==> src/design/sorted_table_binary_search_unit_defines.svh <==
// Assertion macros shared by the sorted table binary search unit
`ifndef SORTED_TABLE_BINARY_SEARCH_UNIT_DEFINES_SVH
`define SORTED_TABLE_BINARY_SEARCH_UNIT_DEFINES_SVH

// Same-cycle implication, disabled during reset
`define STBS_ASSERT_NOW(label, clk, rst, ante, cons, msg) \
   label: assert property (@(posedge clk) disable iff (rst) (ante) |-> (cons)) \
      else $error(msg);

// Next-cycle implication, disabled during reset
`define STBS_ASSERT_NEXT(label, clk, rst, ante, cons, msg) \
   label: assert property (@(posedge clk) disable iff (rst) (ante) |=> (cons)) \
      else $error(msg);

`endif

==> src/design/stbs_pkg.sv <==
// Shared constants and types for the sorted table binary search unit
package stbs_pkg;

   // Fixed field widths
   localparam int VALUE_W    = 32;
   localparam int INDEX_W    = 8;
   localparam int COUNT_W    = 9;
   localparam int POSITION_W = 8;

   // Default table size
   localparam int DEFAULT_TABLE_DEPTH = 256;

   // Item operation codes
   localparam logic OP_WRITE  = 1'b0;
   localparam logic OP_SEARCH = 1'b1;

   // Outcome of one probe step
   typedef struct packed {
      logic hit;
      logic exhausted;
   } probe_status_type;

endpackage

==> src/design/stbs_probe.sv <==
// Shared probe unit: compare, narrow the range, pick the next midpoint
module stbs_probe #(
   parameter int ADDR_W = 8,
   parameter int CNT_W  = 9
) (
   input  logic                                  start,
   input  logic [CNT_W-1:0]                      count,
   input  logic signed [stbs_pkg::VALUE_W-1:0]   key,
   input  logic signed [stbs_pkg::VALUE_W-1:0]   probe_data,
   input  logic [CNT_W-1:0]                      lo,
   input  logic [CNT_W-1:0]                      bound,
   input  logic [ADDR_W-1:0]                     mid,
   output logic [CNT_W-1:0]                      lo_next,
   output logic [CNT_W-1:0]                      bound_next,
   output logic [ADDR_W-1:0]                     mid_next,
   output stbs_pkg::probe_status_type            status
);
   import stbs_pkg::*;

   logic             greater;
   logic             less;
   logic [CNT_W-1:0] mid_ext;
   logic [CNT_W:0]   mid_sum;

   // range is [lo, bound); start seeds it with [0, count)
   always_comb begin
      greater = key > probe_data;
      less    = key < probe_data;
      mid_ext = CNT_W'(mid);
      if (start) begin
         lo_next    = '0;
         bound_next = count;
      end else begin
         lo_next    = greater ? mid_ext + CNT_W'(1) : lo;
         bound_next = less ? mid_ext : bound;
      end
      status.hit       = !start && !greater && !less;
      status.exhausted = lo_next >= bound_next;
      // floor((lo + bound - 1) / 2), only used while the range is non-empty
      mid_sum  = {1'b0, lo_next} + {1'b0, bound_next} - (CNT_W+1)'(1);
      mid_next = mid_sum[ADDR_W:1];
   end

endmodule

==> config.mk <==
export PLATFORM = sky130hd
export DESIGN_NAME = stbs_probe
export DESIGN_NICKNAME = d
export VERILOG_FILES = /design/src/design/sorted_table_binary_search_unit_defines.svh /design/src/design/stbs_pkg.sv /design/src/design/stbs_probe.sv
export SDC_FILE = /design/constraint.sdc
export NUM_CORES = 1
export LEC_CHECK = 0
export ABC_AREA = 1
export BUFFER_PORTS_ARGS = -buffer_cell sky130_fd_sc_hd__buf_4
export CELL_PAD_IN_SITES_DETAIL_PLACEMENT = 1
export CELL_PAD_IN_SITES_GLOBAL_PLACEMENT = 1
export CORE_ASPECT_RATIO = 0.8
export CORE_MARGIN = 1.5
export CORE_UTILIZATION = 32
export DETAILED_ROUTE_END_ITERATION = 8
export PLACE_DENSITY_LB_ADDON = 0.1
export REMOVE_ABC_BUFFERS = 1
export SLEW_MARGIN = 30
export SYNTH_ARGS = -nofsm -noshare
export SYNTH_HDL_FRONTEND = slang
export SYNTH_SLANG_ARGS = --single-unit
export TNS_END_PERCENT = 1
==> constraint.sdc <==
create_clock -name vclk -period 9.6
set_input_delay 1.92 -clock vclk [all_inputs]
set_output_delay 1.92 -clock vclk [all_outputs]
set_load 0.05 [all_outputs]
# Word-level counts from Yosys, hierarchy flattened

Index checks and enable logic that the tools add are counted.

Register bits: 0
Word-level logic and storage cells: 15

Add/subtract/negate cells: 3
$lt $le $gt $ge: 3
Multiplexer cells: 4
Reduce and logical (&&, ||, !) cells: 5

Operators by type and width:

| cell                | count |
|---|---|
| $mux 9              | 4 |
| $gt 32x32->1        | 1 |
| $lt 32x32->1        | 1 |
| $add 8x1->9 const B | 1 |
| $add 9x9->9         | 1 |
| $ge 9x9->1          | 1 |
| $sub 9x1->9 const B | 1 |
| $logic_not 1->1     | 3 |
| $logic_and 1x1->1   | 2 |

# Logic depth before layout (Yosys ltp)

Depth after elaboration: 5
Gate-level depth with buffers: 29
Depth with buffers taken out: 29

# Worst setup path after synthesis

No wires, ideal clock.

Path kind: input-to-output
Start point: in probe_data[31] (netlist name)
End point: out mid_next[7]
Data arrival time: 6208 ps
Required time: 7680 ps
Slack: 1472 ps
Stages on the path: 22
Path through: inv_1 -> ha_1 -> a21oi_1 -> o21a_1 -> nand2_1 -> a21oi_2 -> nand2_2 -> nand2_2 -> nand3_4 -> nand2_1 -> nand2_1 -> nor2_1 -> ha_1 -> ha_1 -> a21oi_1 -> nand2_1 -> nand2_1 -> nand2_1 -> a21oi_1 -> o21ai_0 -> a21oi_1 -> xor2_1

Cells in the longest elaborated chain, start to end: 5

RTL lines:

| what                 | RTL line         | source |
|---|---|---|
| start, declared      | stbs_probe.sv:9  | `input logic signed [stbs_pkg::VALUE_W-1:0] probe_data,` |
| $gt 32x32->1         | stbs_probe.sv:27 | `greater = key > probe_data;` |
| $mux 9               | stbs_probe.sv:34 | `lo_next = greater ? mid_ext + CNT_W'(1) : lo;` |
| $mux 9               | stbs_probe.sv:30 | `if (start) begin` |
| named net lo_next[3] | stbs_probe.sv:13 | `output logic [CNT_W-1:0] lo_next,` |
| $add 9x9->9          | stbs_probe.sv:40 | `mid_sum = {1'b0, lo_next} + {1'b0, bound_next} - (CNT_W+1)'(1);` |
| $sub 9x1->9          | stbs_probe.sv:40 |  |
| end, declared        | stbs_probe.sv:15 | `output logic [ADDR_W-1:0] mid_next,` |

The timed path passes the listed nets, and every way through them passes these cells.

# Worst setup path after layout

Start point: in key[31] (netlist name)
End point: out mid_next[7]

Cells in the longest elaborated chain, start to end: 5

RTL lines:

| what                                         | RTL line                           | source |
|---|---|---|
| start, declared                              | stbs_probe.sv:8                    | `input logic signed [stbs_pkg::VALUE_W-1:0] key,` |
| $gt 32x32->1 or $lt 32x32->1 (tied branches) | stbs_probe.sv:27, stbs_probe.sv:28 |  |
| $mux 9, on equally long branches             | stbs_probe.sv:34, stbs_probe.sv:35 |  |
| $mux 9                                       | stbs_probe.sv:30                   |  |
| $add 9x9->9 *                                | stbs_probe.sv:40                   |  |
| $sub 9x1->9 *                                | stbs_probe.sv:40                   |  |

Mark *: on every way between the ends. The rest lies on a longest branch, timed or not.

==> flow_results.org <==
** Place
- Input and output buffers added on the ports amount to between 100 and 150.
- Post-DP HPWL :: around 6.4 mm
- Routability-driven placement finished with a final weighted congestion of between 0.7 and 0.8.

** Cells and area
- Share of layout cells above drive strength 1 :: 0.286
- 0 antenna diodes ended up in the layout.
- Counting the fill cells in the layout gives between 900 and 1000.
- Register cell area after layout :: 0 um2
- The design has 0 sequential cells.
- The area growth from synthesis to layout is 49.2%.
- After the last flow step, the layout net total stands at 650.
- Combined area of the multi-input logic cells :: between 1500 and 2000 um2
- The library cells used most frequently in the layout, excluding fill and tap cells, are buf_4 (128), inv_1 (92), nand2_1 (81).
- At the end of the flow the core is filled with cells to 0.497.
- The library cell used most frequently in the layout, excluding fill and tap cells, is buf_4.
- After layout, the clock buffer instance count stands at 0.

** Floorplan
- The core region is about 6400 um2.
- The initial utilization of the core area, before any placement, comes to 0.333.
- Chip Height :: 76.1 um
- Number of top-level pins :: around 130
- The die covers about 7200 um2.
- Number of standard-cell rows in the floorplan :: 26
- The floorplan step set the die width to approximately 94 um.

** Global routing
- Initial antenna violation count :: 0
- Via count of the first global-routing pass :: roughly 2800
- Summed over all layers, the global routing overflow is 0.
- Entering global routing, the biggest net connects 22 pins.
- The first global-routing pass estimated roughly 12 mm of wire.
- Across every metal layer, demand over resource in global routing totals 0.199.

** Drt
- Detailed routing inserted a total of around 2600 vias.
- Vias/cell :: about 4.6
- Once detail routing completed, the nets flagged for antenna violations numbered 0.
- Detailed Route WL :: a little under 7 mm
- Detailed-route wire length per cell :: roughly 12 um
- In this run, the number of DRC markers left after iteration 0 of detailed routing was 36.
- The first detailed-routing pass ran for 4 iterations.
- Post-detailed-route DRC marker count :: 0

** Setup path
- Critical Path AT :: approximately 5800 ps
- Worst setup SP type :: input pin
- Most common cell type on the critical path :: nand2_1
- Of all nets on the critical path, the largest fanout is 10.
- At the worst endpoint, the required time is around 7700 ps.
- The largest single stage delay on the critical path is 400 ps.
- The worst setup path is captured at an output port.
- Among all stages on the critical path, the largest delay is contributed by ha_1.
- The critical path is of the input pin to output port type.
- Traced cell by cell, the critical path runs through buf_4, ha_1, nand2_1, nor2_1, nand2_1, nor2_2, nand4_2, nand3_4, nand2_1, nand2_1, nor2_1, ha_1, ha_1, a21oi_1, nand2_1, nand2_1, nand2_1, a21oi_1, o21ai_0, a21oi_1, xor2_1, buf_4.

** Worst hold path
- Hold Crit Class :: input pin to output port

** STA
- The worst pin sits at a relative slew slack of 0.586.
- Setup violations remaining at the end of the flow were counted as 0.
- Hold Fails Final Rpt :: 0
- Summed over all failing endpoints, the final setup total negative slack is 0 ps.
- Number of max-slew violations in the final report :: 0
- Peak Freq :: about 0.13 GHz
- For the pin with the worst max-slew slack, the measured transition is around 620 ps.
- Clock period minus worst slack :: ~7700 ps
- In the finished design, the share of the clock period the worst path needs comes to 0.799.
- RSZ-0062 raised after global routing :: no

** Pwr
- IR analysis of the VDD net gives a maximum drop of ~0.091 mV.
- Total power draw :: ~0.38 mW
- P_leak :: between 2 and 2.5 nW
- Power spread over the standard cell area amounts to ~120 nW/um2.

** Outcome
- Result of the run :: finished, final reports clean

** Job
- Max capacitance violation total :: 0

** CTS
- Post-CTS resize count :: 0
- Cts hold-fix bufs :: 0
- Number of setup buffers added after CTS :: 0

** Yosys
- Summed over all instances, the cell type with the most area after synthesis is ha_1.
- Synthesis produced 366 cells.
- Synth top area cells :: ha_1 (33%), inv_1 (16%), nand2_1 (14%), nand3_1 (10%), a21oi_1 (4.9%)
- Counting distinct cell types in the post-synthesis netlist gives 28.
- Syn. warnings :: 0
- Area share of the largest cell type after synthesis :: 0.334
- Each instance of the synthesized netlist takes up on average ~5.8 um2.
- Proportion of synthesized chip area in sequential cells :: 0
- Synth Cell Area :: 2130 um2
-- stage by stage --
step           cell area, um2  worst slack (ps)  cells  hold WS [ps]
2_1_floorplan            2120              1470    362          4020
3_3_place_gp             3180              1990    574          4220
3_5_place_dp             3180              1900    574          4230
4_1_cts                  3180              1900    574          4230
5_1_grt                  3180              1490    574          4270
6_report                 3180              1920    574          4230
-- metal layers --
| layer | part of all wire | routed length, um | vias to the layer above | global-route usage |
|---|---|---|---|---|
| met5 | 0 | 0 | - | 0 |
| met4 | 0.0028 | 19 | 0 | 0.00448 |
| met3 | 0.063 | 433 | 2 | 0.0160 |
| met2 | 0.47 | 3230 | 70 | 0.360 |
| met1 | 0.47 | 3210 | 1151 | 0.269 |
| li1 | - | - | 1395 | - |
-- final timing paths --
check                start            end  slack, ps  depth (start not counted)
setup / recovery   key[31]    mid_next[7]       1920                         22
hold / removal    count[4]  bound_next[4]       4230                          4
-- power breakdown --
group	switching (mW)	internal, mW	leakage [nW]	total (mW)
clock	0	0	0	0
sequential	0	0	0	0
combinational	0.248	0.133	2.07	0.381
total	0.248	0.133	2.07	0.381
-- worst max-delay path: cells and delay by family --
kind | cells | cell delay, ps
compound gates | 4 | 660
fa+ha+maj | 3 | 1060
simple gates | 12 | 1620
xor+xnor | 1 | 160
buf+inv | 2 | 320
-- cell families (layout without fill, tap and decap cells) --
group / Yosys count / in the layout / share of synthesized area
buffers and inverters: 96 / 220 / 0.169
adders and majority gates: 58 / 58 / 0.343
xor gates and xnor gates: 12 / 12 / 0.0492
and+or+nand+nor: 168 / 168 / 0.355
AOI/OAI and AO/OA: 32 / 32 / 0.0832
-- final cells by class --
cell class,count,share of cell area
tap,84,0.0330
timing repair buffer,128,0.302
multi-input combinational,270,0.557
inverter,92,0.108
-- cell usage after synthesis --
cell       n
inv_1     92
nand2_1   81
ha_1      57
nand3_1   44
nor2_1    26
a21oi_1   21
xor2_1    11
nand2_2    4
o21ai_0    4
clkbuf_1   3
nand4_1    3
nand3_2    2
nor3_1     2
o21a_1     2
a21o_1     1
a21oi_2    1
a31oi_1    1
buf_2      1
fa_1       1
nand2_4    1
nand3_4    1
nand3b_1   1
nand4_2    1
nor2_2     1
o211ai_1   1
o21bai_1   1
or2_2      1
xnor2_1    1
Note: power is estimated with default switching activity, not from simulation.
